<file path="src/hdl/msa_pkg.sv">
package msa_pkg;

    localparam int NUM_MOMENTS = 21;

    // commands carried in s_axis_tuser
    localparam logic [1:0] CMD_ADD   = 2'd0;
    localparam logic [1:0] CMD_READ  = 2'd1;
    localparam logic [1:0] CMD_CLEAR = 2'd2;

    // configuration register indexes
    localparam logic [2:0] CFG_X_LO = 3'd0;
    localparam logic [2:0] CFG_X_HI = 3'd1;
    localparam logic [2:0] CFG_Y_LO = 3'd2;
    localparam logic [2:0] CFG_Y_HI = 3'd3;
    localparam logic [2:0] CFG_MODE = 3'd4;

    // readout indexes past the moments
    localparam logic [4:0] IDX_COUNT = 5'd21;
    localparam logic [4:0] IDX_MIN   = 5'd22;
    localparam logic [4:0] IDX_MAX   = 5'd23;

    // sequencer steps
    localparam logic [4:0] STEP_H0   = 5'd0;
    localparam logic [4:0] STEP_LAST = 5'd20;

    // largest Q1.30 offset magnitude
    localparam logic [65:0] OFFS_LIM = 66'h7FFF_FFFF;

    // operand A selects
    localparam logic [3:0] A_ZH  = 4'd0;
    localparam logic [3:0] A_D0  = 4'd1;
    localparam logic [3:0] A_D1  = 4'd2;
    localparam logic [3:0] A_P0  = 4'd3;
    localparam logic [3:0] A_P1  = 4'd4;
    localparam logic [3:0] A_XX  = 4'd5;
    localparam logic [3:0] A_XY  = 4'd6;
    localparam logic [3:0] A_YY  = 4'd7;
    localparam logic [3:0] A_XXX = 4'd8;
    localparam logic [3:0] A_XXY = 4'd9;
    localparam logic [3:0] A_YYY = 4'd10;

    // operand B selects
    localparam logic [2:0] B_ONE = 3'd0;
    localparam logic [2:0] B_INV = 3'd1;
    localparam logic [2:0] B_ZH  = 3'd2;
    localparam logic [2:0] B_P0  = 3'd3;
    localparam logic [2:0] B_P1  = 3'd4;

    // product scaling
    localparam logic [1:0] SH_0   = 2'd0;
    localparam logic [1:0] SH_16  = 2'd1;
    localparam logic [1:0] SH_30  = 2'd2;
    localparam logic [1:0] SH_VAR = 2'd3;

    // temporary destinations
    localparam logic [3:0] T_NONE = 4'd0;
    localparam logic [3:0] T_P0   = 4'd1;
    localparam logic [3:0] T_P1   = 4'd2;
    localparam logic [3:0] T_XX   = 4'd3;
    localparam logic [3:0] T_XY   = 4'd4;
    localparam logic [3:0] T_YY   = 4'd5;
    localparam logic [3:0] T_XXX  = 4'd6;
    localparam logic [3:0] T_XXY  = 4'd7;
    localparam logic [3:0] T_YYY  = 4'd8;

    typedef struct packed {
        logic [3:0] opa;
        logic [2:0] opb;
        logic [1:0] shk;
        logic [4:0] acc;
        logic [3:0] tdst;
    } step_t;

    typedef struct packed {
        logic [31:0] x_lo;
        logic [31:0] x_hi;
        logic [31:0] y_lo;
        logic [31:0] y_hi;
        logic        terrain;
        logic [31:0] inv;
        logic [5:0]  inv_shift;
        logic        busy;
    } cfg_t;

    typedef struct packed {
        logic       load;
        logic       clear;
        logic       issue;
        logic [4:0] step;
        logic       rd_load;
        logic [4:0] rd_idx;
    } cmd_t;

    // multiply schedule; each operand is written back before the step that reads it
    function automatic step_t step_info(input logic [4:0] step);
        step_t s;
        case (step)
            5'd0:    s = '{A_ZH,  B_ONE, SH_0,   5'd14, T_NONE};
            5'd1:    s = '{A_D0,  B_INV, SH_VAR, 5'd0,  T_P0};
            5'd2:    s = '{A_D1,  B_INV, SH_VAR, 5'd1,  T_P1};
            5'd3:    s = '{A_P0,  B_ZH,  SH_30,  5'd15, T_NONE};
            5'd4:    s = '{A_P0,  B_P0,  SH_30,  5'd3,  T_XX};
            5'd5:    s = '{A_P0,  B_P1,  SH_30,  5'd2,  T_XY};
            5'd6:    s = '{A_P1,  B_P1,  SH_30,  5'd5,  T_YY};
            5'd7:    s = '{A_P1,  B_ZH,  SH_30,  5'd16, T_NONE};
            5'd8:    s = '{A_ZH,  B_ZH,  SH_16,  5'd18, T_NONE};
            5'd9:    s = '{A_XX,  B_P0,  SH_30,  5'd8,  T_XXX};
            5'd10:   s = '{A_XX,  B_P1,  SH_30,  5'd4,  T_XXY};
            5'd11:   s = '{A_XX,  B_ZH,  SH_30,  5'd19, T_NONE};
            5'd12:   s = '{A_XY,  B_P1,  SH_30,  5'd6,  T_NONE};
            5'd13:   s = '{A_XY,  B_ZH,  SH_30,  5'd17, T_NONE};
            5'd14:   s = '{A_YY,  B_P1,  SH_30,  5'd9,  T_YYY};
            5'd15:   s = '{A_YY,  B_ZH,  SH_30,  5'd20, T_NONE};
            5'd16:   s = '{A_XXX, B_P0,  SH_30,  5'd10, T_NONE};
            5'd17:   s = '{A_XXX, B_P1,  SH_30,  5'd12, T_NONE};
            5'd18:   s = '{A_XXY, B_P1,  SH_30,  5'd7,  T_NONE};
            5'd19:   s = '{A_YYY, B_P1,  SH_30,  5'd11, T_NONE};
            5'd20:   s = '{A_YYY, B_P0,  SH_30,  5'd13, T_NONE};
            default: s = '{A_ZH,  B_ONE, SH_0,   5'd14, T_NONE};
        endcase
        return s;
    endfunction

endpackage

</file>
<file path="src/hdl/msa_ctrl.sv">
// Command sequencer: takes an item, steps the multiply schedule, paces readout.
module msa_ctrl
(
    input  logic          clk,
    input  logic          rst_n,
    input  logic          in_valid,
    input  logic [1:0]    in_cmd,
    output logic          in_ready,
    input  logic          busy,
    input  logic          terrain,
    output logic          out_valid,
    input  logic          out_ready,
    output msa_pkg::cmd_t cmd
);

    localparam logic [1:0] ST_IDLE = 2'd0;
    localparam logic [1:0] ST_CALC = 2'd1;
    localparam logic [1:0] ST_READ = 2'd2;

    logic [1:0] state_reg, state_next;
    logic [4:0] step_reg, step_next;
    logic [4:0] idx_reg, idx_next;
    logic       terr_reg, terr_next;
    logic       ov_reg, ov_next;
    logic       accept;

    assign in_ready  = (state_reg == ST_IDLE) && !busy;
    assign accept    = in_valid && in_ready;
    assign out_valid = ov_reg;

    always_comb
    begin
        state_next = state_reg;
        step_next  = step_reg;
        idx_next   = idx_reg;
        terr_next  = terr_reg;
        cmd        = '0;
        cmd.step   = step_reg;
        cmd.rd_idx = idx_reg;

        case (state_reg)
            ST_IDLE:
            begin
                if (accept)
                begin
                    case (in_cmd)
                        msa_pkg::CMD_ADD:
                        begin
                            cmd.load   = 1'b1;
                            terr_next  = terrain;
                            step_next  = msa_pkg::STEP_H0;
                            state_next = ST_CALC;
                        end
                        msa_pkg::CMD_READ:
                        begin
                            idx_next   = '0;
                            state_next = ST_READ;
                        end
                        msa_pkg::CMD_CLEAR:
                        begin
                            cmd.clear = 1'b1;
                        end
                        default:
                        begin
                        end
                    endcase
                end
            end
            ST_CALC:
            begin
                cmd.issue = 1'b1;
                if (terr_reg || (step_reg == msa_pkg::STEP_LAST))
                begin
                    state_next = ST_IDLE;
                end
                else
                begin
                    step_next = step_reg + 5'd1;
                end
            end
            ST_READ:
            begin
                if (!ov_reg || out_ready)
                begin
                    cmd.rd_load = 1'b1;
                    if (idx_reg == msa_pkg::IDX_MAX)
                    begin
                        state_next = ST_IDLE;
                    end
                    else
                    begin
                        idx_next = idx_reg + 5'd1;
                    end
                end
            end
            default:
            begin
                state_next = ST_IDLE;
            end
        endcase

        if (cmd.rd_load)
        begin
            ov_next = 1'b1;
        end
        else if (out_ready)
        begin
            ov_next = 1'b0;
        end
        else
        begin
            ov_next = ov_reg;
        end
    end

    always_ff @(posedge clk or negedge rst_n)
    begin
        if (!rst_n)
        begin
            state_reg <= ST_IDLE;
            step_reg  <= '0;
            idx_reg   <= '0;
            terr_reg  <= 1'b0;
            ov_reg    <= 1'b0;
        end
        else
        begin
            state_reg <= state_next;
            step_reg  <= step_next;
            idx_reg   <= idx_next;
            terr_reg  <= terr_next;
            ov_reg    <= ov_next;
        end
    end

endmodule

</file>
<file path="config.mk">
export PLATFORM = sky130hd
export DESIGN_NAME = msa_ctrl
export DESIGN_NICKNAME = d
export VERILOG_FILES = /design/src/hdl/msa_pkg.sv /design/src/hdl/msa_ctrl.sv
export SDC_FILE = /design/constraint.sdc
export NUM_CORES = 1
export LEC_CHECK = 0
export BUFFER_PORTS_ARGS = -buffer_cell sky130_fd_sc_hd__buf_2
export CORE_UTILIZATION = 52
export DETAILED_ROUTE_END_ITERATION = 10
export PLACE_DENSITY = 0.89
export REMOVE_ABC_BUFFERS = 1
export SKIP_CTS_REPAIR_TIMING = 1
export SYNTH_ARGS = -nofsm -noshare
export SYNTH_HDL_FRONTEND = slang
export SYNTH_SLANG_ARGS = --single-unit
export TNS_END_PERCENT = 20
</file>
<file path="constraint.sdc">
create_clock -name clk -period 3.7 [get_ports clk]
set_clock_uncertainty 0.2 [all_clocks]
set_input_delay 0.74 -clock clk [delete_from_list [all_inputs] [get_ports clk]]
set_output_delay 0.74 -clock clk [all_outputs]
set_load 0.05 [all_outputs]
</file>
# Word level (Yosys, flattened, before mapping)
# Index checks and enable logic that the tools add are counted.
[totals] regBits=14 inputBits=8 word_cells=61
[op_classes] n_addsub=2 n_eq_ne=15 muxes=24 reduce_logical=15
[ops] cell="two-way mux 5 bit" n=7
[ops] cell="one-hot mux 5 bit (2 select lines)" n=2
[ops] cell="two-way mux 2 bit" n=6
[ops] cell="inequality test 2 bit, second input constant" n=6
[ops] cell="adder 5 x 1 -> 5 bit, second input constant" n=2
[ops] cell="== test 5 bit, second input constant" n=2
[ops] cell="AND reduction 5 bit" n=2
[ops] cell="two-way mux 1 bit" n=7
[ops] cell="one-hot mux 2 bit (3 select lines)" n=1
[ops] cell="nonzero test 2 bit" n=3
[ops] cell="== test 2 x 1 -> 1 bit, second input constant" n=2
[ops] cell="== test 2 bit, second input constant" n=2
[ops] cell="logical NOT 2 bit" n=2
[ops] cell="inequality test 2 x 1 -> 1 bit, second input constant" n=2
[ops] cell="one-hot mux 2 bit (2 select lines)" n=1
[ops] cell="AND reduction 4 bit" n=1
[ops] cell="inequality test 3 x 1 -> 1 bit, second input constant" n=1
[ops] cell="AND reduction 3 bit" n=1
[ops] cell="logical AND 1 bit" n=2
[ops] cell="logical NOT 1 bit" n=2
[ops] cell="logical OR 1 bit" n=2

# Longest topological paths before layout
# Gate-level depths: netlist (run 1).
[depth] ltp_word=5 ltp_mapped=6

# Worst setup path before layout (run 1)
# Ideal clock, no wire load.
[synth_timing] kind="input -> output" start="input busy" end="output cmd[12] in the netlist's numbering" arrival_time_ns=2.419 setup_slack_ns=0.341 stages=2 cell_sequence="or4b_4 -> nor3b_1"
[synth_rtl] element="from (decl)" line_no="msa_ctrl.sv:9" text="input logic busy,"
[synth_rtl] element="to (decl)" line_no="msa_ctrl.sv:13" text="output msa_pkg::cmd_t cmd"

==> results of run 1 <==
## stage by stage
| stage | hold slack (ps) | power, uW | instances |
|---|---|---|---|
| after floorplan | 244 | 630 | 71 |
| after global placement | 334 | 724 | 109 |
| after detailed placement | 344 | 738 | 109 |
| after CTS | 151 | 823 | 112 |
| after global routing | 151 | 874 | 112 |
| final | 135 | 821 | 112 |
## per-layer routing
layer | up-vias | GRT usage (%) | wire length, um
li1 | 311 | - | -
met1 | 328 | 29.6 | 724
met2 | 14 | 33.5 | 709
met3 | 4 | 6.67 | 56
met4 | 0 | 13.8 | 28
met5 | - | 0 | 0
## cells by family (layout without fill, tap and decap cells)
| group | after synthesis | after routing | share of synthesized area [%] |
|---|---|---|---|
| DFF | 14 | 14 | 46.3 |
| xor gates and xnor gates | 2 | 2 | 2.31 |
| AOI/OAI and AO/OA | 13 | 13 | 12.1 |
| buffers and inverters | 5 | 30 | 2.97 |
| muxes | 4 | 4 | 5.78 |
| adders and majority gates | 3 | 3 | 4.96 |
| and+or+nand+nor | 31 | 31 | 25.6 |
## worst reg2reg max path: stages, from the launching register on
cell     delay, ps
dfrtp_1        410
or4b_4         570
or3b_4         430
and2_4         160
a32o_1         190
## layout make-up
cell class,count,area share (%)
inverters,4,1.66
flip-flops and latches,14,38.7
well taps,15,2.07
clock buffers,3,2.49
repair buffers,23,12.7
multi-input cells,53,42.4
## path summary, 6_finish.rpt
kind,start,to,slack [ps],depth (start not counted)
max in group asynchronous,rst_n,state_reg[0],2930,1
hold reg to reg,idx_reg[1],idx_reg[1],360,1
setup / recovery,busy,cmd[13],840,4
min in group clk,idx_reg[1],idx_reg[1],360,1
setup reg to reg,state_reg[0],idx_reg[1],1640,4
hold / removal,rst_n,idx_reg[3],130,1
## power by group
| group | internal [uW] | leakage (uW) | switching, uW |
|---|---|---|---|
| Combinational | 136 | 0.000258 | 314 |
| Sequential | 213 | 0.000182 | 73.1 |
| Clock | 37.7 | 0.0000138 | 47.6 |
## Yosys cell counts
cell type / number / share of area [%]
a21oi_1: 1 / 0.66
buf_4: 1 / 0.99
and2b_1: 1 / 0.99
or2b_1: 1 / 0.99
nand3b_1: 1 / 0.99
nor3_2: 1 / 1.3
o21ai_1: 1 / 0.66
ha_1: 3 / 5.0
nand4_1: 1 / 0.83
nor3b_1: 1 / 0.99
nand2b_1: 2 / 1.7
xnor2_1: 1 / 1.2
nand4b_1: 1 / 1.2
nor2_1: 3 / 1.5
nand3_1: 7 / 4.6
a32o_1: 1 / 1.3
or4b_4: 1 / 1.8
nor2b_1: 1 / 0.83
inv_1: 4 / 2.0
and2_4: 1 / 1.2
a31o_1: 1 / 1.2
dfrtp_1: 14 / 46
o2bb2ai_1: 3 / 3.5
and4b_1: 1 / 1.3
mux2_2: 3 / 4.5
or3b_4: 1 / 1.5
nor3_1: 3 / 2.0
mux2i_1: 1 / 1.3
nand2_1: 4 / 2.0
xor2_1: 1 / 1.2
o31ai_1: 1 / 0.99
o21ai_0: 4 / 2.6
a22o_1: 1 / 1.2
==> impl_metrics.py, run 1 <==
metrics = {
    "run_status": {
        "outcome": "finished, final reports clean",
    },
    "global_routing": {
        "grt_pass1_wl_mm": 2.36,
        "grt_pass1_vias": 571,
        "grt_max_degree": 15,
        "grt_use_total_pct": 22.9,
        "antenna_found_initial": 0,
        "grt-ovfl-total": 0,
    },
    "synthesis": {
        "ys_seq_elements": 14,
        "yosysUniqueCellTypes": 33,
        "yosysSeqAreaShare_pct": 46.3,
        "postSynthCellCount": 72,
        "synth_area_um2": 757,
        "syn_avg_cell_area_um2": 10.5,
        "yosys_warnings": 0,
    },
    "timing": {
        "fmax_ghz": 0.350,
        "finalMaxSlewViolations": 0,
        "setup_slack_ps": 839,
        "finalCriticalPeriod_ps": 2860,
        "hold_violations": 0,
        "finalSetupViolCount": 0,
        "rsz0062_at_grt": "false",
        "worst_pin_slew_ps": 385,
        "setup_tns_ps": 0,
        "slew_headroom_pct": 74.2,
        "period_share_pct": 77.3,
    },
    "routing": {
        "dr.first_iter.drc_count": 15,
        "antenna_left": 0,
        "viasPerCell": 5.87,
        "vias": 657,
        "wire_per_inst_um": 13.6,
        "drc_errors": 0,
        "drt-pass1-iter-count": 4,
        "finalWirelength_mm": 1.52,
    },
    "finish": {
        "num-fill-cells": 115,
        "final_nets": 110,
        "design_area_um2": 906,
        "post-route-util_pct": 67.9,
        "area.sequential_um2": 350,
        "area_delta_synth_final_pct": 19.7,
        "multi_input_area_um2": 384,
        "diodes": 0,
        "layout-drive-gt1-share_pct": 34.0,
        "final_common_cell": "buf_2",
        "final_cell_mix": "buf_2, dfrtp_1, nand3_1",
    },
    "worst_setup_path": {
        "cp_cell_sequence": "buf_2, or4b_4, nor3_2, buf_2",
        "worstPathArrival_ps": 1920,
        "crit_buf_inv": 2,
        "crit_type": "in -> out",
        "path_max_fanout": 4,
        "cp_top_family": "simple AND/OR/NAND/NOR gates",
        "max_stage_delay_ps": 500,
        "worst_path_max_delay_cell": "or4b_4",
        "required_ps": 2760,
        "crit_top_cell": "buf_2",
        "crit_path_start_kind": "input port",
        "end_kind": "primary output",
    },
    "place": {
        "io_buffers": 23,
        "routabilityCongestion": 0.833,
        "pre_cts_ws_ps": 864,
        "placed_area_um2": 883,
        "hpwlAfterDp_mm": 1.16,
    },
    "floorplan": {
        "die_w_um": 40.2,
        "die-height_um": 40.2,
        "ios": 24,
        "num_rows": 13,
        "core_um2": 1330,
        "initial_core_util_pct": 56.8,
        "die_area_um2": 1610,
    },
    "power_and_ir_drop": {
        "leakage_uw": 0.000454,
        "power.density_nw_per_um2": 906,
        "ir_drop_mv": 0.491,
    },
    "clocking": {
        "cts_made_buffers": 3,
        "worstSkewPairLatency_ps": 280,
        "cts_root_buf": "clkbuf_4",
        "cts.htree.levels": 1,
        "clkTransAtPathRegs_ps": 80,
        "numClockSinks": 14,
        "cts_tree": "done",
        "clockBufferDepth": 2,
    },
    "hold_path": {
        "min_path_type": "in -> async",
    },
    "flow_run": {
        "drv_cap": 0,
    },
}
Note: power is estimated with default switching activity, not from simulation.
==> run 2: changes to the inputs <==
--- a/config.mk
+++ b/config.mk
@@ -6,9 +6,9 @@
 export NUM_CORES = 1
 export LEC_CHECK = 0
 export BUFFER_PORTS_ARGS = -buffer_cell sky130_fd_sc_hd__buf_2
-export CORE_UTILIZATION = 52
+export CORE_UTILIZATION = 48
 export DETAILED_ROUTE_END_ITERATION = 10
-export PLACE_DENSITY = 0.89
+export PLACE_DENSITY = 0.84
 export REMOVE_ABC_BUFFERS = 1
 export SKIP_CTS_REPAIR_TIMING = 1
 export SYNTH_ARGS = -nofsm -noshare
==> constraint.sdc (replaced) <==
create_clock -name clk -period 2.75 [get_ports clk]
set_clock_uncertainty 0.2 [all_clocks]
set_input_delay 0.55 -clock clk [delete_from_list [all_inputs] [get_ports clk]]
set_output_delay 0.55 -clock clk [all_outputs]
set_load 0.05 [all_outputs]
==> run 2 against run 1 <==
Routed wire length is 1.8% lower. Global-route usage decreased by 3.9 points. Core utilization decreased by 0.68 points. Worst setup slack got worse by 640 ps. Cell area is 2.6% higher. Highest routed layer unchanged.
==> impl_metrics.py, run 2 (synthesis gave the netlist of run 1 again) <==
metrics = {
    "finish": {
        "final_common_cell": "buf_2",
        "design_area_um2": 930,
        "final_cell_mix": "buf_2, dfrtp_1, nand3_1",
        "final_nets": 111,
        "post-route-util_pct": 67.2,
        "layout-drive-gt1-share_pct": 34.3,
        "diodes": 0,
        "area_delta_synth_final_pct": 22.8,
    },
    "routing": {
        "wire_per_inst_um": 13.1,
        "finalWirelength_mm": 1.49,
        "vias": 642,
        "drc_errors": 0,
        "antenna_left": 0,
        "dr.first_iter.drc_count": 20,
        "drt-pass1-iter-count": 4,
        "viasPerCell": 5.63,
    },
    "timing": {
        "finalCriticalPeriod_ps": 2550,
        "worst_pin_slew_ps": 409,
        "hold_violations": 0,
        "fmax_ghz": 0.393,
        "finalSetupViolCount": 0,
        "rsz0062_at_grt": "false",
        "whs_ps": 327,
        "setup_slack_ps": 203,
        "finalMaxSlewViolations": 0,
        "period_share_pct": 92.6,
        "setup_tns_ps": 0,
        "slew_headroom_pct": 72.5,
    },
    "worst_setup_path": {
        "required_ps": 2000,
        "reg2reg_to": "idx_reg[1]",
        "path_max_fanout": 5,
        "crit_path_start_kind": "flip-flop",
        "worstPathArrival_ps": 1800,
        "crit_type": "reg -> out",
        "end_kind": "primary output",
        "reg2reg_from": "state_reg[0]",
        "r2r_cells": 4,
        "r2r_slack_ps": 680,
    },
    "hold_path": {
        "min_to": "terr_reg",
        "min_path_type": "in -> reg",
        "whs_path_depth": 2,
        "min-delay-start": "terrain",
    },
    "global_routing": {
        "grt_pass1_vias": 567,
        "grt_max_degree": 15,
        "grtUsageMet3_pct": 2.61,
        "met1_usage_pct": 30.3,
        "antenna_found_initial": 0,
        "grt_use_total_pct": 19.1,
        "grt_pass1_wl_mm": 2.57,
        "grt_use_met2_pct": 25.6,
        "busiest_layer": "met1",
        "grt-ovfl-total": 0,
    },
    "floorplan": {
        "core_um2": 1380,
        "die_area_um2": 1740,
        "initial_core_util_pct": 54.8,
        "die_w_um": 41.7,
        "die-height_um": 41.7,
        "num_rows": 13,
        "ios": 24,
    },
    "place": {
        "placed_area_um2": 883,
        "pre_cts_ws_ps": 296,
        "routabilityCongestion": 0.753,
        "io_buffers": 23,
        "hpwlAfterDp_mm": 1.12,
    },
    "clocking": {
        "cts_root_buf": "clkbuf_4",
        "clkTransAtPathRegs_ps": 90,
        "cts_tree": "done",
        "worstSkewPairLatency_ps": 270,
        "clockBufferDepth": 2,
        "cts_made_buffers": 3,
        "numClockSinks": 14,
        "cts.htree.levels": 1,
    },
    "flow_run": {
        "drv_cap": 0,
    },
    "power_and_ir_drop": {
        "leakage_uw": 0.000465,
        "ir_drop_mv": 0.657,
        "power.density_nw_per_um2": 1220,
    },
    "run_status": {
        "outcome": "finished, final reports clean",
    },
}
-- run 2: worst max-delay path by stage --
stage / start / to
floorplan: busy / cmd[12]
global placement: busy / cmd[13]
detailed placement: busy / cmd[13]
CTS: state_reg[0] / cmd[13]
global route: state_reg[0] / cmd[13]
finish: state_reg[0] / cmd[13]
-- run 2: cell type report --
class / count / area, um2
well taps: 15 / 18.8
fillers: 108 / 453
clock buffers: 4 / 36.3
repair buffers: 24 / 125
flip-flops and latches: 14 / 350
inverters: 4 / 15.0
multi-input cells: 53 / 384
-- run 2: stage by stage --
stage / total power, uW / instances
finish: 1130 / 114
floorplan: 848 / 71
detailed placement: 986 / 109
global placement: 972 / 109
CTS: 1140 / 113
global route: 1210 / 114
-- run 2: layer usage --
metal | part of all wire (%) | vias up
li1 | - | 318
met1 | 51 | 297
met2 | 42 | 25
met3 | 6.0 | 2
met4 | 0.94 | 0
met5 | 0 | -
-- run 2: worst max-delay path: stages (launching register included) --
cell and delay (ps):
dfrtp_1 420, or4b_4 560, nor3_2 220, buf_2 320
-- run 2: power by group --
part	total (uW)	internal, uW	switching (uW)	leakage (uW)
registers	380	286	94.4	0.000182
logic	606	183	422	0.000262
clock network	146	80.4	65.8	0.0000210
