--- src/hdl/msa_pkg.sv ---
package msa_pkg;

    localparam int NUM_MOMENTS = 21;

    // commands carried in s_axis_tuser
    localparam logic [1:0] CMD_ADD   = 2'd0;
    localparam logic [1:0] CMD_READ  = 2'd1;
    localparam logic [1:0] CMD_CLEAR = 2'd2;

    // configuration register indexes
    localparam logic [2:0] CFG_X_LO = 3'd0;
    localparam logic [2:0] CFG_X_HI = 3'd1;
    localparam logic [2:0] CFG_Y_LO = 3'd2;
    localparam logic [2:0] CFG_Y_HI = 3'd3;
    localparam logic [2:0] CFG_MODE = 3'd4;

    // readout indexes past the moments
    localparam logic [4:0] IDX_COUNT = 5'd21;
    localparam logic [4:0] IDX_MIN   = 5'd22;
    localparam logic [4:0] IDX_MAX   = 5'd23;

    // sequencer steps
    localparam logic [4:0] STEP_H0   = 5'd0;
    localparam logic [4:0] STEP_LAST = 5'd20;

    // largest Q1.30 offset magnitude
    localparam logic [65:0] OFFS_LIM = 66'h7FFF_FFFF;

    // operand A selects
    localparam logic [3:0] A_ZH  = 4'd0;
    localparam logic [3:0] A_D0  = 4'd1;
    localparam logic [3:0] A_D1  = 4'd2;
    localparam logic [3:0] A_P0  = 4'd3;
    localparam logic [3:0] A_P1  = 4'd4;
    localparam logic [3:0] A_XX  = 4'd5;
    localparam logic [3:0] A_XY  = 4'd6;
    localparam logic [3:0] A_YY  = 4'd7;
    localparam logic [3:0] A_XXX = 4'd8;
    localparam logic [3:0] A_XXY = 4'd9;
    localparam logic [3:0] A_YYY = 4'd10;

    // operand B selects
    localparam logic [2:0] B_ONE = 3'd0;
    localparam logic [2:0] B_INV = 3'd1;
    localparam logic [2:0] B_ZH  = 3'd2;
    localparam logic [2:0] B_P0  = 3'd3;
    localparam logic [2:0] B_P1  = 3'd4;

    // product scaling
    localparam logic [1:0] SH_0   = 2'd0;
    localparam logic [1:0] SH_16  = 2'd1;
    localparam logic [1:0] SH_30  = 2'd2;
    localparam logic [1:0] SH_VAR = 2'd3;

    // temporary destinations
    localparam logic [3:0] T_NONE = 4'd0;
    localparam logic [3:0] T_P0   = 4'd1;
    localparam logic [3:0] T_P1   = 4'd2;
    localparam logic [3:0] T_XX   = 4'd3;
    localparam logic [3:0] T_XY   = 4'd4;
    localparam logic [3:0] T_YY   = 4'd5;
    localparam logic [3:0] T_XXX  = 4'd6;
    localparam logic [3:0] T_XXY  = 4'd7;
    localparam logic [3:0] T_YYY  = 4'd8;

    typedef struct packed {
        logic [3:0] opa;
        logic [2:0] opb;
        logic [1:0] shk;
        logic [4:0] acc;
        logic [3:0] tdst;
    } step_t;

    typedef struct packed {
        logic [31:0] x_lo;
        logic [31:0] x_hi;
        logic [31:0] y_lo;
        logic [31:0] y_hi;
        logic        terrain;
        logic [31:0] inv;
        logic [5:0]  inv_shift;
        logic        busy;
    } cfg_t;

    typedef struct packed {
        logic       load;
        logic       clear;
        logic       issue;
        logic [4:0] step;
        logic       rd_load;
        logic [4:0] rd_idx;
    } cmd_t;

    // multiply schedule; each operand is written back before the step that reads it
    function automatic step_t step_info(input logic [4:0] step);
        step_t s;
        case (step)
            5'd0:    s = '{A_ZH,  B_ONE, SH_0,   5'd14, T_NONE};
            5'd1:    s = '{A_D0,  B_INV, SH_VAR, 5'd0,  T_P0};
            5'd2:    s = '{A_D1,  B_INV, SH_VAR, 5'd1,  T_P1};
            5'd3:    s = '{A_P0,  B_ZH,  SH_30,  5'd15, T_NONE};
            5'd4:    s = '{A_P0,  B_P0,  SH_30,  5'd3,  T_XX};
            5'd5:    s = '{A_P0,  B_P1,  SH_30,  5'd2,  T_XY};
            5'd6:    s = '{A_P1,  B_P1,  SH_30,  5'd5,  T_YY};
            5'd7:    s = '{A_P1,  B_ZH,  SH_30,  5'd16, T_NONE};
            5'd8:    s = '{A_ZH,  B_ZH,  SH_16,  5'd18, T_NONE};
            5'd9:    s = '{A_XX,  B_P0,  SH_30,  5'd8,  T_XXX};
            5'd10:   s = '{A_XX,  B_P1,  SH_30,  5'd4,  T_XXY};
            5'd11:   s = '{A_XX,  B_ZH,  SH_30,  5'd19, T_NONE};
            5'd12:   s = '{A_XY,  B_P1,  SH_30,  5'd6,  T_NONE};
            5'd13:   s = '{A_XY,  B_ZH,  SH_30,  5'd17, T_NONE};
            5'd14:   s = '{A_YY,  B_P1,  SH_30,  5'd9,  T_YYY};
            5'd15:   s = '{A_YY,  B_ZH,  SH_30,  5'd20, T_NONE};
            5'd16:   s = '{A_XXX, B_P0,  SH_30,  5'd10, T_NONE};
            5'd17:   s = '{A_XXX, B_P1,  SH_30,  5'd12, T_NONE};
            5'd18:   s = '{A_XXY, B_P1,  SH_30,  5'd7,  T_NONE};
            5'd19:   s = '{A_YYY, B_P1,  SH_30,  5'd11, T_NONE};
            5'd20:   s = '{A_YYY, B_P0,  SH_30,  5'd13, T_NONE};
            default: s = '{A_ZH,  B_ONE, SH_0,   5'd14, T_NONE};
        endcase
        return s;
    endfunction

endpackage

--- src/hdl/msa_recip.sv ---
// Config registers and the extent reciprocal: normalize one bit a cycle,
// then restoring divide of 2^63-1, one quotient bit a cycle.
module msa_recip
(
    input  logic                clk,
    input  logic                rst_n,
    input  logic                cfg_we,
    input  logic [2:0]          cfg_index,
    input  logic [31:0]         cfg_wdata,
    output msa_pkg::cfg_t       cfg
);

    localparam logic [1:0] RS_IDLE = 2'd0;
    localparam logic [1:0] RS_LOAD = 2'd1;
    localparam logic [1:0] RS_NORM = 2'd2;
    localparam logic [1:0] RS_DIV  = 2'd3;

    logic [1:0]  state_reg, state_next;
    logic [31:0] x_lo_reg, x_hi_reg, y_lo_reg, y_hi_reg;
    logic        mode_reg;
    logic [31:0] inv_reg, inv_next;
    logic [5:0]  shift_reg, shift_next;
    logic [31:0] hn_reg, hn_next;
    logic [4:0]  z_reg, z_next;
    logic [31:0] rem_reg, rem_next;
    logic [31:0] q_reg, q_next;
    logic [4:0]  cnt_reg, cnt_next;

    logic signed [32:0] dx, dy, h;
    logic [32:0]        trial;
    logic               bound_we;

    assign bound_we = cfg_we && (cfg_index <= msa_pkg::CFG_Y_HI);

    always_comb
    begin
        dx    = $signed({x_hi_reg[31], x_hi_reg}) - $signed({x_lo_reg[31], x_lo_reg});
        dy    = $signed({y_hi_reg[31], y_hi_reg}) - $signed({y_lo_reg[31], y_lo_reg});
        h     = (dx > dy) ? dx : dy;
        trial = {rem_reg, 1'b1};

        state_next = state_reg;
        inv_next   = inv_reg;
        shift_next = shift_reg;
        hn_next    = hn_reg;
        z_next     = z_reg;
        rem_next   = rem_reg;
        q_next     = q_reg;
        cnt_next   = cnt_reg;

        case (state_reg)
            RS_IDLE:
            begin
            end
            RS_LOAD:
            begin
                if (h[32] || (h == 33'sd0))
                begin
                    inv_next   = '0;
                    shift_next = '0;
                    state_next = RS_IDLE;
                end
                else
                begin
                    hn_next    = h[31:0];
                    z_next     = '0;
                    state_next = RS_NORM;
                end
            end
            RS_NORM:
            begin
                if (hn_reg[31])
                begin
                    rem_next   = 32'h7FFF_FFFF;
                    q_next     = '0;
                    cnt_next   = '0;
                    state_next = RS_DIV;
                end
                else
                begin
                    hn_next = {hn_reg[30:0], 1'b0};
                    z_next  = z_reg + 5'd1;
                end
            end
            RS_DIV:
            begin
                if (trial >= {1'b0, hn_reg})
                begin
                    rem_next = 32'(trial - {1'b0, hn_reg});
                    q_next   = {q_reg[30:0], 1'b1};
                end
                else
                begin
                    rem_next = trial[31:0];
                    q_next   = {q_reg[30:0], 1'b0};
                end
                cnt_next = cnt_reg + 5'd1;
                if (cnt_reg == 5'd31)
                begin
                    inv_next   = q_next;
                    shift_next = 6'd34 - {1'b0, z_reg};
                    state_next = RS_IDLE;
                end
            end
            default:
            begin
                state_next = RS_IDLE;
            end
        endcase

        if (bound_we)
        begin
            state_next = RS_LOAD;
        end
    end

    always_ff @(posedge clk or negedge rst_n)
    begin
        if (!rst_n)
        begin
            state_reg <= RS_IDLE;
            x_lo_reg  <= 32'd0;
            x_hi_reg  <= 32'd65536;
            y_lo_reg  <= 32'd0;
            y_hi_reg  <= 32'd65536;
            mode_reg  <= 1'b0;
            inv_reg   <= 32'hFFFF_FFFF;
            shift_reg <= 6'd19;
        end
        else
        begin
            state_reg <= state_next;
            inv_reg   <= inv_next;
            shift_reg <= shift_next;
            if (cfg_we)
            begin
                case (cfg_index)
                    msa_pkg::CFG_X_LO: x_lo_reg <= cfg_wdata;
                    msa_pkg::CFG_X_HI: x_hi_reg <= cfg_wdata;
                    msa_pkg::CFG_Y_LO: y_lo_reg <= cfg_wdata;
                    msa_pkg::CFG_Y_HI: y_hi_reg <= cfg_wdata;
                    msa_pkg::CFG_MODE: mode_reg <= cfg_wdata[0];
                    default:
                    begin
                    end
                endcase
            end
        end
    end

    always_ff @(posedge clk)
    begin
        hn_reg  <= hn_next;
        z_reg   <= z_next;
        rem_reg <= rem_next;
        q_reg   <= q_next;
        cnt_reg <= cnt_next;
    end

    assign cfg.x_lo      = x_lo_reg;
    assign cfg.x_hi      = x_hi_reg;
    assign cfg.y_lo      = y_lo_reg;
    assign cfg.y_hi      = y_hi_reg;
    assign cfg.terrain   = mode_reg;
    assign cfg.inv       = inv_reg;
    assign cfg.inv_shift = shift_reg;
    assign cfg.busy      = (state_reg != RS_IDLE);

endmodule

--- config.mk ---
export PLATFORM = sky130hd
export DESIGN_NAME = msa_recip
export DESIGN_NICKNAME = d
export VERILOG_FILES = /design/src/hdl/msa_pkg.sv /design/src/hdl/msa_recip.sv
export SDC_FILE = /design/constraint.sdc
export NUM_CORES = 1
export LEC_CHECK = 0
export ABC_CLOCK_PERIOD_IN_PS = 7050
export BUFFER_PORTS_ARGS = -buffer_cell sky130_fd_sc_hd__buf_2
export CAP_MARGIN = 20
export CELL_PAD_IN_SITES_DETAIL_PLACEMENT = 1
export CELL_PAD_IN_SITES_GLOBAL_PLACEMENT = 2
export CORE_ASPECT_RATIO = 0.6
export CORE_MARGIN = 2
export CORE_UTILIZATION = 34
export DETAILED_ROUTE_END_ITERATION = 10
export PLACE_DENSITY_LB_ADDON = 0.1
export SETUP_SLACK_MARGIN = 0.2
export SYNTH_ARGS = -nofsm -noshare
export SYNTH_HDL_FRONTEND = slang
export SYNTH_SLANG_ARGS = --single-unit
--- constraint.sdc ---
create_clock -name clk -period 7.05 [get_ports clk]
set_clock_uncertainty 0.15 [all_clocks]
set_input_delay 0 -clock clk [delete_from_list [all_inputs] [get_ports clk]]
set_output_delay 0 -clock clk [all_outputs]
set_load 0.05 [all_outputs]
# Word-level counts from Yosys, hierarchy flattened
# Cells that the tools add are included.
[word_totals]
elab_cells = 83
memories = 0
latchBits = 0
regBits = 274
ram_bits = 0
rom_bits = 0
output_inout_bits = 168
[op_classes]
order_cmp = 3
addsub = 6
mul = 0
reduce_logical = 19
div = 0
bitwise = 0
eq_ne = 15
shift = 0
mux = 26
[ops]
columns = ["operator", "n"]
rows = [
  ["2-to-1 mux 32 bit", 6],
  ["case mux 32 bit (2 select lines)", 3],
  ["subtractor 32 x 32 -> 33 bit", 2],
  ["case mux 31 bit (2 select lines)", 1],
  ["greater-or-equal comparator 33 x 32 -> 1 bit", 1],
  ["> comparator 33 bit", 1],
  ["logical NOT 33 bit", 1],
  ["2-to-1 mux 33 bit", 1],
  ["subtractor 32 bit", 1],
  ["2-to-1 mux 31 bit", 1],
  ["case mux 5 bit (2 select lines)", 2],
  ["2-to-1 mux 5 bit", 3],
  ["AND reduction 2 bit", 7],
  ["2-to-1 mux 6 bit", 2],
  ["case mux 6 bit (2 select lines)", 1],
  ["adder 5 x 1 -> 5 bit, second input constant", 2],
  ["inequality test 2 bit, second input constant", 5],
  ["AND reduction 3 bit", 3],
  ["2-to-1 mux 2 bit", 4],
  ["nonzero test 2 bit", 4],
  ["equality test 3 x 2 -> 1 bit, second input constant", 2],
  ["inequality test 3 bit, second input constant", 2],
  ["case mux 2 bit (3 select lines)", 1],
  ["subtractor 6 x 5 -> 6 bit, first input constant", 1],
  ["other kinds (11)", 12],
]

# Depth between registers and ports, before layout
# Gate-level depths: netlist (run 1).
[logic_depth]
ltp_word = 8
mapped_depth = 26
depth_no_buf = 24

# Worst setup path before layout (run 1)
# No wires, ideal clock.
[synth_path]
kind = "flip-flop to flip-flop"
from = "register y_lo_reg[0]"
to = "register hn_reg[0], enable pin"
t_required_ps = 6297
arrival_ps = 6299
path_slack_ps = -2
path_stages_with_launch = 25
period_less_slack_ps = 7052
path_cell_list = "dfrtp_1 ha_1 inv_1 fa_1 a211oi_1 o21bai_1 a21boi_2 o311ai_4 o211ai_1 o211ai_1 a41oi_1 nor2_1 ha_1 nand4_1 nor4_1 nand4_1 o221ai_1 a21oi_1 mux2i_1 buf_4 nand3b_1 nor4_1 o2111ai_1 o21ai_1 o211ai_1"
[synth_between]
elab_chain_cells = 7
[synth_rtl]
columns = ["item", "line_no", "rtl"]
rows = [
  ["start, declared", "msa_recip.sv:19", "logic [31:0] x_lo_reg, x_hi_reg, y_lo_reg, y_hi_reg;"],
  ["start signal, assigned", "msa_recip.sv:140", "msa_pkg::CFG_Y_LO: y_lo_reg <= cfg_wdata;"],
  ["subtractor 32 x 32 -> 33 bit (*)", "msa_recip.sv:38", "dy = $signed({y_hi_reg[31], y_hi_reg}) - $signed({y_lo_reg[31], y_lo_reg});"],
  ["> comparator 33 bit", "msa_recip.sv:39", "h = (dx > dy) ? dx : dy;"],
  ["2-to-1 mux 33 bit (*)", "msa_recip.sv:39", ""],
  ["logical NOT 33 bit", "msa_recip.sv:57", "if (h[32] || (h == 33'sd0))"],
  ["logical OR 1 bit (*)", "msa_recip.sv:57", ""],
  ["inequality test 2 bit (no line) (*)", "-", ""],
  ["AND reduction 3 bit (no line) (*)", "-", ""],
  ["end signal, assigned", "msa_recip.sv:153", "hn_reg <= hn_next;"],
  ["end, declared", "msa_recip.sv:23", "logic [31:0] hn_reg, hn_next;"],
]
# Every way passes the cells marked *; elsewhere a longest branch is shown, timed or not.
# A chain may end at the register's enable or synchronous reset.

# Worst setup path after layout (run 1)
[layout_path]
from = "register y_hi_reg[2]"
to = "register hn_reg[5], enable pin"
[layout_between]
elab_chain_cells = 7
[layout_rtl]
columns = ["item", "line_no", "rtl"]
rows = [
  ["start, declared", "msa_recip.sv:19", ""],
  ["start signal, assigned", "msa_recip.sv:141", "msa_pkg::CFG_Y_HI: y_hi_reg <= cfg_wdata;"],
  ["subtractor 32 x 32 -> 33 bit (*)", "msa_recip.sv:38", ""],
  ["> comparator 33 bit", "msa_recip.sv:39", ""],
  ["2-to-1 mux 33 bit (*)", "msa_recip.sv:39", ""],
  ["logical NOT 33 bit", "msa_recip.sv:57", ""],
  ["logical OR 1 bit (*)", "msa_recip.sv:57", ""],
  ["inequality test 2 bit (no line) (*)", "-", ""],
  ["AND reduction 3 bit (no line) (*)", "-", ""],
]
# Marks and branches as above.

==> results of run 1 <==
[cell type report]
cell class | instances | area share
sequential | 274 | 0.345
inverter | 149 | 0.0260
clock inverter | 13 | 0.00820
multi-input combinational | 1405 | 0.454
timing repair buffer | 290 | 0.0853
tap | 703 | 0.0409
clock buffer | 45 | 0.0403
[tightest hold or removal path, cell delays in order]
cell           delay, ns
dlygate4sd3_1       0.52
buf_2               0.13
nand2_1             0.05
o21ai_0             0.06
[repair_timing]
action                                  CTS  global route
endpoints found under the setup margin   40            87
hold endpoints to repair                264             0
cloned                                    0             1
hold buffers                             39             0
pin swaps                                 1             9
gates resized for setup                   1            22
buffers inserted                          3            10
[cell families (layout without fill, tap and decap cells)]
kind of cell,after synthesis,after routing
and+or+nand+nor,545,545
AOI/OAI and AO/OA,536,536
buffers and inverters,232,497
xor gates and xnor gates,75,75
adders and majority gates,134,134
DFF,274,274
muxes,114,115
[metal layers]
metal | vias up | track usage | share of wire
li1 | 7376 | - | -
met1 | 7672 | 0.352 | 0.54
met2 | 265 | 0.316 | 0.41
met3 | 43 | 0.0298 | 0.039
met4 | 0 | 0.0372 | 0.014
met5 | - | 0 | 0
[path summary, 6_finish.rpt]
check                                        start                        to  slack (ns)  cells after the start
setup / recovery           y_hi_reg[2]$_DFFE_PN0P_       hn_reg[5]$_DFFE_PP_        0.46                     23
hold / removal                       cfg_wdata[15]  y_lo_reg[15]$_DFFE_PN0P_        0.06                      4
setup reg to reg           y_hi_reg[2]$_DFFE_PN0P_       hn_reg[5]$_DFFE_PP_        0.46                     23
hold reg to reg             inv_reg[8]$_DFFE_PN1P_    inv_reg[8]$_DFFE_PN1P_        0.33                      2
max in group asynchronous                    rst_n   y_hi_reg[0]$_DFFE_PN0P_        5.47                      4
min in group asynchronous                    rst_n  x_hi_reg[16]$_DFFE_PN1P_        0.35                      3
[cells in the final DEF (no fill, tap or decap), types with 43 or more instances in the layout]
master    count
a21o_1       43
a21oi_1     157
buf_2       204
dfrtp_1     129
edfxtp_1    105
ha_1        130
inv_1       148
mux2_2       98
nand2_1     184
nand3_1      63
nor2_1      109
o21ai_0     145
[per-stage QoR]
| step | instance area [µm²] | hold WS, ns | cells | util |
|---|---|---|---|---|
| after floorplan | 17900 | -0.446 | 1910 | - |
| after global placement | 19800 | -0.205 | 2766 | 0.379 |
| after detailed placement | 19800 | -0.196 | 2766 | 0.379 |
| after CTS | 21300 | 0.0199 | 2866 | 0.407 |
| after global routing | 21500 | 0.0670 | 2879 | 0.412 |
| final | 21500 | 0.0552 | 2879 | 0.412 |
==> flow_summary.json, run 1 <==
{
  "grt_pass1_vias": 15800,
  "die_area_um2": 54500,
  "cp.required_ns": 7.22,
  "wl_mm": 60.4,
  "drc": 0,
  "yosysWarnings": 0,
  "synthTopCellsByArea": "dfrtp_1 (18%), edfxtp_1 (18%), ha_1 (9.2%)",
  "num-fill-cells": 5973,
  "dpl.hpwl_mm": 44.8,
  "drive_above_1_share": 0.224,
  "critPathArrivalTime_ns": 6.76,
  "ys_seq_area_frac": 0.415,
  "port_buffers": 205,
  "slowest_delay_ns": 0.45,
  "synth-simple-area-share": 0.147,
  "synth_ff_type": "dfrtp_1",
  "antenna_found_initial": 1,
  "end_kind": "flop",
  "grt_start_max_net_pins": 65,
  "syn_area_um2": 17900,
  "final.setup.worst_slack_ns": 0.463,
  "grt_first_pass_wirelength_mm": 95.4,
  "synth_top_family_by_area": "compound AO/OA/AOI/OAI gates",
  "syn_inst": 1910,
  "setup_viol": 0,
  "clock_latency_ns": 0.59,
  "clk_pin_slew_worst_paths_ns": 0.07,
  "pin_count": 206,
  "setup_tns_ns": 0,
  "synth.avg_cell_area_um2": 9.37,
  "crit_type": "reg -> reg",
  "cts_htree_levels": 1,
  "synthMostInstantiatedCell": "nand2_1",
  "grtUsageTotal": 0.221,
  "tightest_slew_ns": 0.979,
  "hold_viol_final": 0,
  "cts-buffers-inserted": 31,
  "outcome": "complete, no violations",
  "async_flop_share": 0.617,
  "core_um2": 52300,
  "synth-adder-area-share": 0.0950,
  "tritoncts": "done",
  "crit_path_cell_trace": "ha_1 -> o21a_1 -> o31a_1 -> o31ai_2 -> a21oi_1 -> o21ai_0 -> buf_4 -> o31ai_1 -> xor2_1 -> inv_1 -> ha_1 -> nand4_1 -> nor4_4 -> nand4_1 -> o221ai_2 -> a21oi_4 -> mux2i_2 -> or4_1 -> o22ai_1 -> o2111ai_2 -> o21ai_2 -> o211ai_1 -> buf_12",
  "yosys.area.top_type_share": 0.185,
  "die_h_um": 182,
  "min_period_ns": 6.59,
  "min_period_over_period": 0.934,
  "wl_per_cell_um": 21.0,
  "slew_viol_final": 0,
  "maxCapViolCount": 0,
  "cts_root_buffer": "clkbuf_16",
  "n_antenna_cell": 0,
  "synth_compound_area_frac": 0.185,
  "synth_xor_area_frac": 0.0367,
  "relSlewSlack": 0.346,
  "cp_top_family": "compound AO/OA/AOI/OAI gates",
  "seq_area_um2": 7430,
  "synth-edff-count": 105,
  "drt_iter0_drc": 866,
  "clock-sinks": 274,
  "critPathLaunchType": "flop",
  "multiInputGateArea_um2": 9780,
  "antenna_left": 0,
  "gp_congestion": 0.836,
  "crit_buf_inv": 3,
  "synthMuxAreaShare": 0.0706,
  "grt_overflow": 0,
  "vias": 15400,
  "chipWidth_um": 300,
  "area_growth_syn_to_layout_pct": 20.3,
  "cp_max_fo": 31,
  "first_pass_iters": 5,
  "hold_path_class": "in -> reg",
  "synthesis.nets": 2082,
  "rsz0062_at_grt": "false",
  "synth_common_cells": "nand2_1 (184), a21oi_1 (158), inv_1 (148), o21ai_0 (148), dfrtp_1 (132)",
  "slowest_stage": "a21oi_1",
  "ys_ff_latch": 274,
  "clock_path_buffers": 3,
  "start_util": 0.342,
  "clock.fmax_ghz": 0.152,
  "via_per_inst": 5.33,
  "synthDistinctLibCells": 82,
  "fin_nets": 2323,
  "pre_cts_ws_ns": 0.134,
  "yosysTopAreaCell": "dfrtp_1",
  "rows": 65
}
Power of run 1 is left out: the tool's default activity adds up to more than one toggle a clock period on the data nets, which glitch-free logic cannot reach.
==> run 2, diff against run 1 <==
--- a/config.mk
+++ b/config.mk
@@ -6,14 +6,14 @@
 export NUM_CORES = 1
 export LEC_CHECK = 0
 export ABC_CLOCK_PERIOD_IN_PS = 7050
-export BUFFER_PORTS_ARGS = -buffer_cell sky130_fd_sc_hd__buf_2
 export CAP_MARGIN = 20
 export CELL_PAD_IN_SITES_DETAIL_PLACEMENT = 1
 export CELL_PAD_IN_SITES_GLOBAL_PLACEMENT = 2
 export CORE_ASPECT_RATIO = 0.6
 export CORE_MARGIN = 2
-export CORE_UTILIZATION = 34
+export CORE_UTILIZATION = 35
 export DETAILED_ROUTE_END_ITERATION = 10
+export DONT_BUFFER_PORTS = 1
 export PLACE_DENSITY_LB_ADDON = 0.1
 export SETUP_SLACK_MARGIN = 0.2
 export SYNTH_ARGS = -nofsm -noshare
==> run 2 against run 1 <==
Global-route usage up 0.68 points. Hold slack worse by 0.023 ns. Critical path depth up 2. Final area up 0.47%. Register-to-register slack better by 0.03 ns. Count of clock-buffer cells in the layout up 1. Fmax up 0.50%. Flip-flop and latch count unchanged. Sequential share of layout area down 0.063 points. Critical endpoint is now hn_reg[7]$_DFFE_PP_. Largest cell class unchanged.
==> flow_summary.json, run 2 (synthesis gave the netlist of run 1 again) <==
{
  "drc": 0,
  "slew_viol_final": 0,
  "final_core_util": 0.427,
  "final_cell_area_um2": 21600,
  "core_um2": 50700,
  "tritoncts": "done",
  "hold_viol_final": 0,
  "start_util": 0.353,
  "rows": 64,
  "cp.required_ns": 7.22,
  "port_buffers": 0,
  "clock_path_buffers": 3,
  "cts_root_buffer": "clkbuf_16",
  "maxCapViolCount": 0,
  "wl_mm": 60.8,
  "first_pass_iters": 5,
  "dpl.hpwl_mm": 44.9,
  "cts_htree_levels": 1,
  "drt_iter0_drc": 769,
  "grt_pass1_vias": 15600,
  "setup_viol": 0,
  "gp_congestion": 0.887,
  "die_area_um2": 53000,
  "end_kind": "flop",
  "seq_area_um2": 7450,
  "final_cell_mix": "nand2_1 (184), a21oi_1 (158), inv_1 (148)",
  "critPathLaunchType": "flop",
  "outcome": "complete, no violations",
  "antenna_found_initial": 1,
  "antenna_left": 0,
  "grt_first_pass_wirelength_mm": 94.1,
  "clock-sinks": 274,
  "vias": 15200,
  "critPathArrivalTime_ns": 6.73,
  "drive_above_1_share": 0.191,
  "final_common_cell": "nand2_1",
  "wl_per_cell_um": 21.8,
  "fin_nets": 2246,
  "min_period_over_period": 0.930,
  "relSlewSlack": 0.308,
  "clock_latency_ns": 0.60,
  "multiInputGateArea_um2": 9890,
  "grt_start_max_net_pins": 132,
  "clock.fmax_ghz": 0.153,
  "place_area_um2": 19400,
  "cp_max_fo": 31,
  "clk_pin_slew_worst_paths_ns": 0.06,
  "grt_overflow": 0,
  "cts-buffers-inserted": 29,
  "num-fill-cells": 5737,
  "area_growth_syn_to_layout_pct": 20.9,
  "tightest_slew_ns": 1.04,
  "hold_path_class": "in -> reg",
  "min_period_ns": 6.55,
  "chipWidth_um": 296,
  "n_antenna_cell": 0,
  "placedCellCount": 2639,
  "pin_count": 206,
  "grtUsageTotal": 0.228,
  "die_h_um": 179,
  "rsz0062_at_grt": "false",
  "via_per_inst": 5.45,
  "fin_cells": 2788,
  "crit_type": "reg -> reg"
}
run 2: changes by cell type in the layout (fill, tap and decap cells not counted), moves of 3 or more:
cell	delta
buf_2	-204
buf_4	+89
bufinv_16	-4
clkinvlp_4	-3
dfrtp_1	-14
dfrtp_2	+14
dlygate4sd3_1	+41
ha_1	-6
ha_2	+4
nor3_1	-4
nor3_2	+4
run 2: timing repair:
action / 4_1_cts / 5_1_grt
pin swaps: 1 / 20
hold buffers: 81 / 0
gates resized for setup: 4 / 58
endpoints found under the setup margin: 42 / 76
endpoints found under the hold margin: 300 / 0
setup buffers: 1 / 14
run 2: worst max-delay path, stage by stage, from the launching register on:
cell and delay (ns):
dfrtp_2 0.54, ha_4 0.34, a21o_1 0.13, nand2_1 0.17, a21boi_2 0.21, buf_4 0.16, o311ai_4 0.34, o211ai_1 0.20
o211ai_1 0.33, xor2_1 0.30, inv_1 0.16, ha_4 0.30, nand4_1 0.15, nor4_4 0.36, nand4_1 0.21, o221ai_2 0.18
a21oi_1 0.06, buf_4 0.16, mux2i_4 0.23, buf_4 0.20, or3_1 0.33, o31ai_2 0.23, o2111ai_2 0.22, o21ai_2 0.18
o211ai_1 0.12, bufbuf_16 0.34
run 2: layout make-up:
| type | count | area share |
|---|---|---|
| multi-input cells | 1404 | 0.457 |
| repair buffers | 216 | 0.0885 |
| inverters | 149 | 0.0259 |
| flip-flops and latches | 274 | 0.345 |
| clock buffers | 46 | 0.0418 |
| well taps | 693 | 0.0401 |
| clock inverters | 6 | 0.00208 |
run 2: metrics by stage:
stage	TNS, ns	hold slack, ns	worst slack, ns
global placement	0	-0.440	0.279
finish	0	0.0321	0.496
floorplan	0	-0.446	0.239
detailed placement	-0.721	-0.439	-0.0282
CTS	0	0.00105	0.247
global route	0	0.0237	0.145
run 2: final timing paths:
| check | from | endpoint | slack, ns | cells after the start |
|---|---|---|---|---|
| max | y_hi_reg[7]$_DFFE_PN0P_ | hn_reg[7]$_DFFE_PP_ | 0.50 | 25 |
| min | cfg_wdata[8] | x_lo_reg[8]$_DFFE_PN0P_ | 0.03 | 3 |
| max reg2reg | y_hi_reg[7]$_DFFE_PN0P_ | hn_reg[7]$_DFFE_PP_ | 0.50 | 25 |
| min reg2reg | q_reg[14]$_SDFFCE_PN0P_ | q_reg[15]$_SDFFCE_PN0P_ | 0.43 | 1 |
| max in group asynchronous | rst_n | y_hi_reg[22]$_DFFE_PN0P_ | 5.63 | 4 |
| min in group asynchronous | rst_n | y_lo_reg[26]$_DFFE_PN0P_ | 0.47 | 3 |
run 2: routing by layer:
layer  share of wire  up-vias  GRT usage
met1            0.53     7606      0.360
met4           0.014        0     0.0338
li1                -     7230          -
met2            0.41      301      0.325
met3           0.051       45     0.0373
met5               0        -          0
Power of run 2 is left out for the same reason.
